==> config.mk <==
export PLATFORM = sky130hd
export DESIGN_NAME = tcw_seq
export DESIGN_NICKNAME = d
export VERILOG_FILES = /design/src/rtl/tcw_pkg.sv /design/src/rtl/tcw_seq.sv
export SDC_FILE = /design/constraint.sdc
export NUM_CORES = 1
export LEC_CHECK = 0
export BUFFER_PORTS_ARGS = -buffer_cell sky130_fd_sc_hd__buf_2
export CAP_MARGIN = 25
export CORE_ASPECT_RATIO = 0.5
export CORE_MARGIN = 2
export CORE_UTILIZATION = 55
export DETAILED_ROUTE_END_ITERATION = 10
export MAX_ROUTING_LAYER = met4
export PLACE_DENSITY = 0.81
export SETUP_SLACK_MARGIN = 0.15
export SLEW_MARGIN = 15
export SYNTH_ARGS = -nofsm -noshare
export SYNTH_HDL_FRONTEND = slang
export SYNTH_SLANG_ARGS = --single-unit
==> constraint.sdc <==
create_clock -name i_clk -period 5.79 [get_ports i_clk]
set_clock_uncertainty 0.2 [all_clocks]
set_input_delay 0.2895 -clock i_clk [delete_from_list [all_inputs] [get_ports i_clk]]
set_output_delay 0.2895 -clock i_clk [all_outputs]
set_load 0.01 [all_outputs]
==> src/rtl/tcw_pkg.sv <==
// Shared constants, types and helper functions of the text console writer.
`default_nettype none

package tcw_pkg;

    localparam int COLUMNS    = 80;
    localparam int ROWS       = 25;
    localparam int CELL_COUNT = ROWS * COLUMNS;
    localparam int ADDR_W     = $clog2(CELL_COUNT);

    localparam int ROW_W      = 5;
    localparam int COL_W      = 7;
    localparam int IDX_W      = 11;
    localparam int CHAR_W     = 8;
    localparam int ATTR_W     = 8;
    localparam int FG_W       = 4;
    localparam int CELL_W     = CHAR_W + ATTR_W;
    localparam int ACT_W      = 2;
    localparam int CFG_IDX_W  = 1;
    localparam int CFG_DATA_W = 8;
    localparam int S_DATA_W   = 32;
    localparam int M_DATA_W   = 40;

    localparam logic [CHAR_W-1:0] CODE_NEWLINE   = 8'd10;
    localparam logic [CHAR_W-1:0] CODE_BACKSPACE = 8'd8;
    localparam logic [CHAR_W-1:0] CODE_SPACE     = 8'd32;

    localparam logic [CFG_IDX_W-1:0] REG_TEXT_ATTR = 1'd0;
    localparam logic [CFG_IDX_W-1:0] REG_CLEAR_FG  = 1'd1;

    localparam logic [ATTR_W-1:0] TEXT_ATTR_RESET = 8'd4;
    localparam logic [FG_W-1:0]   CLEAR_FG_RESET  = 4'd4;

    typedef enum logic [ACT_W-1:0] {
        ACT_PUT        = 2'd0,
        ACT_SET_CURSOR = 2'd1,
        ACT_CLEAR      = 2'd2,
        ACT_READ       = 2'd3
    } t_action;

    typedef struct packed {
        t_action            action;
        logic [CHAR_W-1:0]  char_code;
        logic [ROW_W-1:0]   target_row;
        logic [COL_W-1:0]   target_col;
        logic [IDX_W-1:0]   cell_index;
    } t_cmd;

    typedef struct packed {
        logic [ATTR_W-1:0] text_attr;
        logic [FG_W-1:0]   clear_fg;
    } t_cfg;

    // Packed so that the cursor row lands in the lowest bits.
    typedef struct packed {
        logic              scrolled;
        logic [CELL_W-1:0] cell_data;
        logic [IDX_W-1:0]  cursor_index;
        logic [COL_W-1:0]  cursor_col;
        logic [ROW_W-1:0]  cursor_row;
    } t_result;

    typedef struct packed {
        logic              we;
        logic [ADDR_W-1:0] waddr;
        logic [CELL_W-1:0] wdata;
        logic              re;
        logic [ADDR_W-1:0] raddr;
    } t_ram_req;

    function automatic logic [IDX_W-1:0] linear_index(input logic [ROW_W-1:0] row,
                                                      input logic [COL_W-1:0] col);
        logic [IDX_W+1:0] sum;
        sum = (IDX_W+2)'(row) * (IDX_W+2)'(COLUMNS) + (IDX_W+2)'(col);
        return sum[IDX_W-1:0];
    endfunction

    function automatic logic [CELL_W-1:0] make_cell(input logic [CHAR_W-1:0] ch,
                                                    input logic [ATTR_W-1:0] attr);
        return {attr, ch};
    endfunction

endpackage

`default_nettype wire

==> src/rtl/tcw_seq.sv <==
// Command sequencer: cursor logic, clear and scroll sweeps, and the result register.
`default_nettype none

module tcw_seq import tcw_pkg::*; (
    input  wire logic              i_clk,
    input  wire logic              i_rst_n,
    input  wire logic              i_cmd_valid,
    output logic                   o_cmd_ready,
    input  wire t_cmd              i_cmd,
    input  wire t_cfg              i_cfg,
    output t_ram_req               o_ram,
    input  wire logic [CELL_W-1:0] i_rdata,
    output logic                   o_res_valid,
    input  wire logic              i_res_ready,
    output t_result                o_res
);

    typedef enum logic [2:0] {
        S_IDLE,
        S_EXEC,
        S_READ,
        S_CLEAR,
        S_SCROLL_PRIME,
        S_SCROLL,
        S_HOLD
    } t_state;

    t_state            r_state, n_state;
    t_cmd              r_cmd, n_cmd;
    logic [ROW_W-1:0]  r_row, n_row;
    logic [COL_W-1:0]  r_col, n_col;
    logic [ADDR_W-1:0] r_ptr, n_ptr;
    logic [CELL_W-1:0] r_data, n_data;
    logic              r_scroll, n_scroll;
    logic              r_rd_ok, n_rd_ok;
    logic              r_out_valid, n_out_valid;
    t_result           r_out, n_out;

    logic              finish;
    logic              out_free;
    logic [ROW_W:0]    put_row;
    logic [COL_W:0]    put_col;
    logic [ADDR_W:0]   scroll_src;
    logic [CELL_W-1:0] blank_text;

    assign out_free   = !r_out_valid || i_res_ready;
    assign blank_text = make_cell(CODE_SPACE, i_cfg.text_attr);
    assign scroll_src = {1'b0, r_ptr} + (ADDR_W+1)'(COLUMNS + 1);

    always_comb begin
        n_state  = r_state;
        n_cmd    = r_cmd;
        n_row    = r_row;
        n_col    = r_col;
        n_ptr    = r_ptr;
        n_data   = r_data;
        n_scroll = r_scroll;
        n_rd_ok  = r_rd_ok;
        o_ram    = '0;
        finish   = 1'b0;
        put_row  = {1'b0, r_row};
        put_col  = {1'b0, r_col};

        unique case (r_state)
            S_IDLE: begin
                if (i_cmd_valid) begin
                    n_cmd    = i_cmd;
                    n_data   = '0;
                    n_scroll = 1'b0;
                    n_state  = S_EXEC;
                end
            end
            S_EXEC: begin
                unique case (r_cmd.action)
                    ACT_PUT: begin
                        priority if (r_cmd.char_code == CODE_NEWLINE) begin
                            put_row = {1'b0, r_row} + 1'b1;
                            put_col = '0;
                        end else if (r_cmd.char_code == CODE_BACKSPACE) begin
                            put_col     = (r_col != '0) ? {1'b0, r_col} - 1'b1 : '0;
                            o_ram.we    = 1'b1;
                            o_ram.waddr = ADDR_W'(linear_index(r_row, put_col[COL_W-1:0]));
                            o_ram.wdata = blank_text;
                        end else begin
                            put_col     = {1'b0, r_col} + 1'b1;
                            o_ram.we    = 1'b1;
                            o_ram.waddr = ADDR_W'(linear_index(r_row, r_col));
                            o_ram.wdata = make_cell(r_cmd.char_code, i_cfg.text_attr);
                        end
                        if (put_col >= (COL_W+1)'(COLUMNS)) begin
                            put_col = '0;
                            put_row = put_row + 1'b1;
                        end
                        n_col = put_col[COL_W-1:0];
                        if (put_row >= (ROW_W+1)'(ROWS)) begin
                            n_row   = ROW_W'(ROWS - 1);
                            n_ptr   = '0;
                            n_state = S_SCROLL_PRIME;
                        end else begin
                            n_row  = put_row[ROW_W-1:0];
                            finish = 1'b1;
                        end
                    end
                    ACT_SET_CURSOR: begin
                        n_row  = (r_cmd.target_row >= ROW_W'(ROWS)) ?
                                 ROW_W'(ROWS - 1) : r_cmd.target_row;
                        n_col  = (r_cmd.target_col >= COL_W'(COLUMNS)) ?
                                 COL_W'(COLUMNS - 1) : r_cmd.target_col;
                        finish = 1'b1;
                    end
                    ACT_CLEAR: begin
                        n_row   = '0;
                        n_col   = '0;
                        n_ptr   = '0;
                        n_state = S_CLEAR;
                    end
                    ACT_READ: begin
                        n_rd_ok     = r_cmd.cell_index < IDX_W'(CELL_COUNT);
                        o_ram.re    = n_rd_ok;
                        o_ram.raddr = r_cmd.cell_index[ADDR_W-1:0];
                        n_state     = S_READ;
                    end
                endcase
            end
            S_READ: begin
                n_data = r_rd_ok ? i_rdata : '0;
                finish = 1'b1;
            end
            S_CLEAR: begin
                o_ram.we    = 1'b1;
                o_ram.waddr = r_ptr;
                o_ram.wdata = make_cell(CODE_SPACE, ATTR_W'(i_cfg.clear_fg));
                if (r_ptr == ADDR_W'(CELL_COUNT - 1)) begin
                    finish = 1'b1;
                end else begin
                    n_ptr = r_ptr + 1'b1;
                end
            end
            S_SCROLL_PRIME: begin
                o_ram.re    = 1'b1;
                o_ram.raddr = ADDR_W'(COLUMNS);
                n_state     = S_SCROLL;
            end
            S_SCROLL: begin
                o_ram.we    = 1'b1;
                o_ram.waddr = r_ptr;
                o_ram.wdata = (r_ptr >= ADDR_W'(CELL_COUNT - COLUMNS)) ? blank_text : i_rdata;
                o_ram.re    = scroll_src < (ADDR_W+1)'(CELL_COUNT);
                o_ram.raddr = scroll_src[ADDR_W-1:0];
                if (r_ptr == ADDR_W'(CELL_COUNT - 1)) begin
                    n_scroll = 1'b1;
                    finish   = 1'b1;
                end else begin
                    n_ptr = r_ptr + 1'b1;
                end
            end
            S_HOLD: begin
                finish = 1'b1;
            end
            default: begin
                n_state = S_IDLE;
            end
        endcase

        n_out       = r_out;
        n_out_valid = i_res_ready ? 1'b0 : r_out_valid;
        if (finish) begin
            if (out_free) begin
                n_out.cursor_row   = n_row;
                n_out.cursor_col   = n_col;
                n_out.cursor_index = linear_index(n_row, n_col);
                n_out.cell_data    = n_data;
                n_out.scrolled     = n_scroll;
                n_out_valid        = 1'b1;
                n_state            = S_IDLE;
            end else begin
                n_state = S_HOLD;
            end
        end
    end

    always_ff @(posedge i_clk) begin
        if (!i_rst_n) begin
            r_state     <= S_IDLE;
            r_row       <= '0;
            r_col       <= '0;
            r_out_valid <= 1'b0;
        end else begin
            r_state     <= n_state;
            r_cmd       <= n_cmd;
            r_row       <= n_row;
            r_col       <= n_col;
            r_ptr       <= n_ptr;
            r_data      <= n_data;
            r_scroll    <= n_scroll;
            r_rd_ok     <= n_rd_ok;
            r_out_valid <= n_out_valid;
            r_out       <= n_out;
        end
    end

    assign o_cmd_ready = (r_state == S_IDLE);
    assign o_res_valid = r_out_valid;
    assign o_res       = r_out;

endmodule

`default_nettype wire

; ---- Word-level counts from Yosys, hierarchy flattened
; Cells that the tools add are included.
[classes]
mul = 2
eq_ne = 19
magnitude_cmp = 7
n_mux = 49
reduce_logical = 14
n_addsub = 9
[ops]
columns = cell, count
row1 = one-hot mux 28 bit (3 select lines), 1
row2 = 2-to-1 mux 28 bit, 2
row3 = 2-to-1 mux 16 bit, 3
row4 = one-hot mux 11 bit (2 select lines), 2
row5 = 2-to-1 mux 8 bit, 5
row6 = 2-to-1 mux 6 bit, 6
row7 = one-hot mux 12 bit (3 select lines), 1
row8 = adder 11 x 7 -> 11 bit, 3
row9 = one-hot mux 16 bit (2 select lines), 1
row10 = 2-to-1 mux 27 bit, 1
row11 = 2-to-1 mux 11 bit, 2
row12 = 2-to-1 mux 7 bit, 3
row13 = one-hot mux 7 bit (3 select lines), 1
row14 = equality test 8 x 4 -> 1 bit (second input constant), 2
row15 = 2-to-1 mux 5 bit, 3
row16 = one-hot mux 5 bit (3 select lines), 1
row17 = multiplier 5 x 3 -> 7 bit (second input constant), 2
row18 = adder 11 x 7 -> 12 bit (second input constant), 1
row19 = less-than comparator 12 x 11 -> 1 bit (second input constant), 1
row20 = 2-to-1 mux 12 bit, 1
row21 = 2-to-1 mux 3 bit, 4
row22 = one-hot mux 3 bit (4 select lines), 1
row23 = adder 11 x 1 -> 11 bit (second input constant), 1
row24 = equality test 11 bit (second input constant), 1
row25 = other kinds (37), 51
[totals]
out_inout_bits = 82
wordCells = 118
input_bits = 65
ff_bits = 118

; ---- Depth between registers and ports, before layout
[logic_depth]
ltp_word = 16
mapped_depth = 23
mapped_depth_nobuf = 22

; ---- Worst setup path after synthesis
; No wires, ideal clock.
[synth_timing]
kind = reg-to-reg
from = register r_col[0]
to = register r_out, in the netlist o_res[22], data pin
period_less_slack_ps = 5158
arrival_time_ps = 4697
setup_time_ps = 261
slack_ps = 632
path_buffers = 1
path_stages_with_launch = 22
required_ps = 5329
cell_sequence = dfxtp_1 -> clkbuf_1 -> inv_1 -> ha_1 -> nor3b_1 -> xor2_1 -> nand3_1 -> a41o_1 -> a22o_4 -> or4_4 -> a31oi_4 -> a21oi_2 -> a221oi_1 -> a21o_1 -> inv_1 -> ha_1 -> ha_1 -> inv_1 -> fa_1 -> nor3_1 -> xor2_1 -> xnor2_1
[synth_via]
elab_chain_cells = 16
elab_cells_between_ends = 21
classes_between = add/sub: 3 / mul: 1 / order compare: 2 / mux: 14 / reduce/logical: 1
[synth_lines]
columns = item, line_no
row1 = "start, declared", tcw_seq.sv:31  ; logic [COL_W-1:0] r_col, n_col;
row2 = "start signal, assigned", tcw_seq.sv:192  ; r_col <= n_col;
row3 = subtractor 7 x 1 -> 8 bit or nonzero test 7 bit (tied branches), tcw_seq.sv:80  ; put_col = (r_col != '0) ? {1'b0, r_col} - 1'b1 : '0;
row4 = 2-to-1 mux 8 bit, tcw_seq.sv:80
row5 = 2-to-1 mux 8 bit (*), tcw_seq.sv:79  ; end else if (r_cmd.char_code == CODE_BACKSPACE) begin
row6 = 2-to-1 mux 8 bit (*), tcw_seq.sv:76  ; priority if (r_cmd.char_code == CODE_NEWLINE) begin
row7 = 2-to-1 mux 8 bit (*), tcw_seq.sv:74  ; unique case (r_cmd.action)
row8 = 2-to-1 mux 8 bit (*), tcw_seq.sv:64  ; unique case (r_state)
row9 = greater-or-equal comparator 8 x 7 -> 1 bit (*), tcw_seq.sv:90  ; if (put_col >= (COL_W+1)'(COLUMNS)) begin
row10 = 2-to-1 mux 6 bit (*), tcw_seq.sv:90
row11 = 2-to-1 mux 6 bit (*), tcw_seq.sv:74
row12 = 2-to-1 mux 6 bit (*), tcw_seq.sv:64
row13 = greater-or-equal comparator 6 x 5 -> 1 bit, tcw_seq.sv:95  ; if (put_row >= (ROW_W+1)'(ROWS)) begin
row14 = 2-to-1 mux 5 bit (*), tcw_seq.sv:95
row15 = one-hot mux 5 bit (3 select lines) (*), tcw_seq.sv:74
row16 = 2-to-1 mux 5 bit (*), tcw_seq.sv:64
row17 = net n_row[1], tcw_seq.sv:30  ; logic [ROW_W-1:0] r_row, n_row;
row18 = multiplier 5 x 3 -> 7 bit (*), tcw_pkg.sv:74  ; sum = (IDX_W+2)'(row) * (IDX_W+2)'(COLUMNS) + (IDX_W+2)'(col);
row19 = adder 11 x 7 -> 11 bit (*), tcw_pkg.sv:74
row20 = "end signal, assigned", tcw_seq.sv:198  ; r_out <= n_out;
row21 = "end, declared", tcw_seq.sv:37  ; t_result r_out, n_out;
; The timed path passes the listed nets; every way through them passes the cells marked *. The select of a mux whose other input is x is not followed.
; A chain may end at the register's enable or synchronous reset.

; ---- Worst setup path after layout
[layout_timing]
from = register r_cmd[23] in the netlist's numbering
to = register r_out, in the netlist o_res[22], data pin
[layout_via]
elab_chain_cells = 15
elab_cells_between_ends = 23
classes_between = add/sub: 2 / mul: 1 / order compare: 2 / eq/ne: 2 / mux: 16
[layout_lines]
columns = item, line_no
row1 = "start, declared", tcw_seq.sv:29  ; t_cmd r_cmd, n_cmd;
row2 = "start signal, assigned", tcw_seq.sv:190  ; r_cmd <= n_cmd;
row3 = equality test 8 x 4 -> 1 bit, tcw_seq.sv:79
row4 = 2-to-1 mux 8 bit, tcw_seq.sv:79
row5 = 2-to-1 mux 8 bit, tcw_seq.sv:76
row6 = 2-to-1 mux 8 bit, tcw_seq.sv:74
row7 = 2-to-1 mux 8 bit, tcw_seq.sv:64
row8 = greater-or-equal comparator 8 x 7 -> 1 bit, tcw_seq.sv:90
row9 = 2-to-1 mux 6 bit (*), tcw_seq.sv:90
row10 = 2-to-1 mux 6 bit (*), tcw_seq.sv:74
row11 = 2-to-1 mux 6 bit (*), tcw_seq.sv:64
row12 = greater-or-equal comparator 6 x 5 -> 1 bit, tcw_seq.sv:95
row13 = 2-to-1 mux 5 bit (*), tcw_seq.sv:95
row14 = one-hot mux 5 bit (3 select lines) (*), tcw_seq.sv:74
row15 = 2-to-1 mux 5 bit (*), tcw_seq.sv:64
row16 = net n_row[1], tcw_seq.sv:30
row17 = multiplier 5 x 3 -> 7 bit (*), tcw_pkg.sv:74
row18 = adder 11 x 7 -> 11 bit (*), tcw_pkg.sv:74
; Marked as above.

==> impl_metrics.env <==
export IMPL_num_rows=27
export IMPL_critPathLaunchType="register"
export IMPL_clock_latency_ns=0.42
export IMPL_finalNonFillerCells=948
export IMPL_multi_input_area_mm2=0.002983
export IMPL_synth_top_family_by_area="compound AO/OA/AOI/OAI gates"
export IMPL_synthMuxAreaShare_pct=0.7912
export IMPL_start_util_pct=57.64
export IMPL_crit_chain="nor4_2, and2_1, nand3_1, a41o_1, a22o_4, or4_4, a31oi_4, a21oi_2, a221oi_1, a21o_1, inv_1, ha_1, ha_1, inv_1, fa_1, nor3_2, xor2_1, xnor2_1"
export IMPL_vias_per_cell=5.890
export IMPL_synthTopCellsByCount="edfxtp_1, nand2_1, nor2_1"
export IMPL_routed_wl_mm=17.50
export IMPL_drive_gt1_share_pct=27.00
export IMPL_critPathSlowestCell="or4_4"
export IMPL_grt_busiest_layer="met2"
export IMPL_die_h_um=80.78
export IMPL_synthFlopType="edfxtp_1"
export IMPL_wl_per_cell_um=18.46
export IMPL_cellLeakagePower_nw=3.456
export IMPL_grt_use_total_pct=28.90
export IMPL_final_hold_viol_count=0
export IMPL_regArea_mm2=0.003266
export IMPL_cp_arrival_ns=5.33
export IMPL_hp_class="in2reg"
export IMPL_grt_use_met1_pct=37.37
export IMPL_min_period_over_period_pct=92.76
export IMPL_cap_violations=0
export IMPL_ys_seq_area_share_pct=50.33
export IMPL_fillers=795
export IMPL_crit_type="reg2reg"
export IMPL_ys_seq_elements=114
export IMPL_async_reset_ff_share_pct=0
export IMPL_power_internal_mw=2.265
export IMPL_cp_required_ns=5.75
export IMPL_yosysMostFrequentCell="edfxtp_1"
export IMPL_yosysTopAreaCellShare_pct=45.39
export IMPL_n_antenna_cell=0
export IMPL_synth_distinct_cells=70
export IMPL_p_total_mw=3.564
export IMPL_place_inst=881
export IMPL_gp_congestion=0.9803
export IMPL_synth_compound_area_share_pct=18.10
export IMPL_dieArea_mm2=0.01273
export IMPL_slew_headroom_pct=38.77
export IMPL_grt_setup_unrepaired="no"
export IMPL_antenna_found_initial=0
export IMPL_pwr_share_seq_pct=35.8
export IMPL_max_freq_mhz=186.2
export IMPL_ys_top_cells_by_area="edfxtp_1, ha_1, dfxtp_1"
export IMPL_globalRouteOverflowTotal=0
export IMPL_syn_nets=706
export IMPL_die_w_um=157.6
export IMPL_cts_root_buf="clkbuf_16"
export IMPL_syn_inst=608
export IMPL_dr_total_vias=5584
export IMPL_synth_edf_count=98
export IMPL_synthesis_area_mm2=0.006484
export IMPL_p_sw_share_pct=36.45
export IMPL_cts_sinks=114
export IMPL_synth_adder_area_share_pct=6.831
export IMPL_end_kind="register"
export IMPL_nNetsFinal=874
export IMPL_met3_usage_pct=5.923
export IMPL_tightest_slew_ns=0.9151
export IMPL_numCtsBuffers=17
export IMPL_core_area_mm2=0.01125
export IMPL_dp_hpwl_mm=12.19
export IMPL_clk_path_buf_depth=2
export IMPL_power_switching_mw=1.299
export IMPL_io_pins=147
export IMPL_drt_iter0_drc=669
export IMPL_vdd_ir_drop_worst_mv=0.2444
export IMPL_drc=0
export IMPL_postSynthAreaPerCell_um2=10.66
export IMPL_yosys_area_top_type="edfxtp_1"
export IMPL_htree_levels=4
export IMPL_synthXorXnorAreaFrac_pct=4.458
export IMPL_post_route_min_period_ns=5.371
export IMPL_finalSetupTns_ns=0
export IMPL_synth_simple_gate_area_share_pct=15.11
export IMPL_status="finished clean"
export IMPL_grt_pass1_wl_mm=26.79
export IMPL_power_frac_clock_pct=29.8
export IMPL_path_clk_slew_ns=0.06
export IMPL_postRouteAntennaNets=0
export IMPL_portBuffers=146
export IMPL_drt_pass1_iterations=5
export IMPL_power_frac_comb_pct=34.4
export IMPL_areaGrowthSynthToFinish_pct=27.77
export IMPL_drv_slew=0
export IMPL_setup_viol=0
export IMPL_grt_pass1_vias=5268
export IMPL_cp_slowest_stage_delay_ns=0.54
export IMPL_p_per_area_mw_per_mm2=430.2
export IMPL_yosysWarnings=0
export IMPL_cts_tree="built"
export IMPL_grt_max_degree=37
export IMPL_path_max_fanout=7
export IMPL_grt_util_met2_pct=45.98
## worst paths after layout
check,endpoint,slack [ns],cells after the start,start
worst max register to register,o_res[22],0.42,18,r_cmd[23]
worst max-delay path,o_res[22],0.42,18,r_cmd[23]
worst min-delay path,r_data[14],0.03,2,i_rdata[14]
worst min register to register,r_data[3],0.37,1,r_data[3]
## metal layers
| metal | share of wire [%] | wire (um) |
|---|---|---|
| met4 | 2.2 | 385 |
| met3 | 8.1 | 1413 |
| met1 | 44 | 7633 |
| met2 | 46 | 8065 |
| met5 | 0 | 0 |
## power by group through the flow
stage	Clock (mW)	Combinational [mW]	Sequential (mW)
after floorplan	0	0.870	1.22
after global placement	0	1.14	1.27
after global routing	1.11	1.35	1.29
after CTS	1.07	1.20	1.26
final	1.06	1.23	1.27
after detailed placement	0	1.17	1.28
## timing repair
item	CTS	global route
hold buffers	34	0
setup buffers	0	0
resized for setup	0	10
hold endpoints to repair	35	0
setup endpoints to repair	0	2
## worst max-delay path, delay by kind of cell (launching register included)
family,cells,cell delay (ns)
AOI/OAI and AO/OA,6,1.47
xor gates and xnor gates,2,0.26
adders and majority gates,3,0.99
buffers and inverters,2,0.16
DFF,1,0.43
and+or+nand+nor,5,1.60
## kinds of logic (layout without fill, tap and decap cells)
group                    Yosys count  after routing
AND/OR/NAND/NOR                  192            192
AO/OA/AOI/OAI                    163            163
flip-flops                       114            114
buffers and inverters             68            249
adder cells (fa/ha/maj)           33             33
XOR/XNOR                          33             33
multiplexers                       5              5
## sequential cells by signal (all words and copies together), names as in the netlist
name / count
o_res: 36
r_rd_ok: 1
r_row: 5
r_data: 16
r_col: 7
r_cmd: 33
r_ptr: 11
r_state: 3
r_scroll: 1
o_res_valid: 1
## cell usage in the layout, fill, tap and decap left out, types with 3 or more instances in the layout
cell type	n
a221oi_1	6
nor3_1	11
inv_6	6
mux2i_1	4
a21o_1	7
o21ai_1	4
o21ai_0	36
inv_1	29
xor2_1	16
clkbuf_16	17
nand4_1	6
or3_1	3
nor2b_1	7
edfxtp_1	98
fa_1	4
o21a_1	5
nand3_1	15
nand2_1	51
a22oi_1	4
buf_4	8
nor2_1	47
dfxtp_1	14
a22o_1	29
ha_1	28
and3_1	10
clkinvlp_4	3
buf_2	146
a222oi_1	4
and2_1	19
a211o_1	3
o22ai_1	5
dlygate4sd3_1	34
o221ai_1	3
a21oi_1	25
xnor2_1	16
a31oi_1	6
## per-stage QoR
| stage | setup slack, ns | hold slack (ns) | util (%) | instance area, um2 |
|---|---|---|---|---|
| 3_3_place_gp | 0.4687 | 0.2675 | 64.82 | 7292 |
| 4_1_cts | 0.3311 | 0.01996 | 73.15 | 8229 |
| 3_5_place_dp | 0.3228 | 0.2677 | 64.82 | 7292 |
| 2_1_floorplan | 0.6316 | 0.1884 | - | 6484 |
| 6_report | 0.4193 | 0.02555 | 73.64 | 8284 |
| 5_1_grt | 0.1047 | 0.02973 | 73.64 | 8284 |
## final cells by class
class	instances	share of cell area (%)
timing repair buffer	188	13.65
tap	159	2.401
sequential	114	39.42
multi-input combinational	426	36.01
clock buffer	17	5.135
inverter	29	1.314
clock inverter	15	2.069
Note: power is estimated with default switching activity, not from simulation.
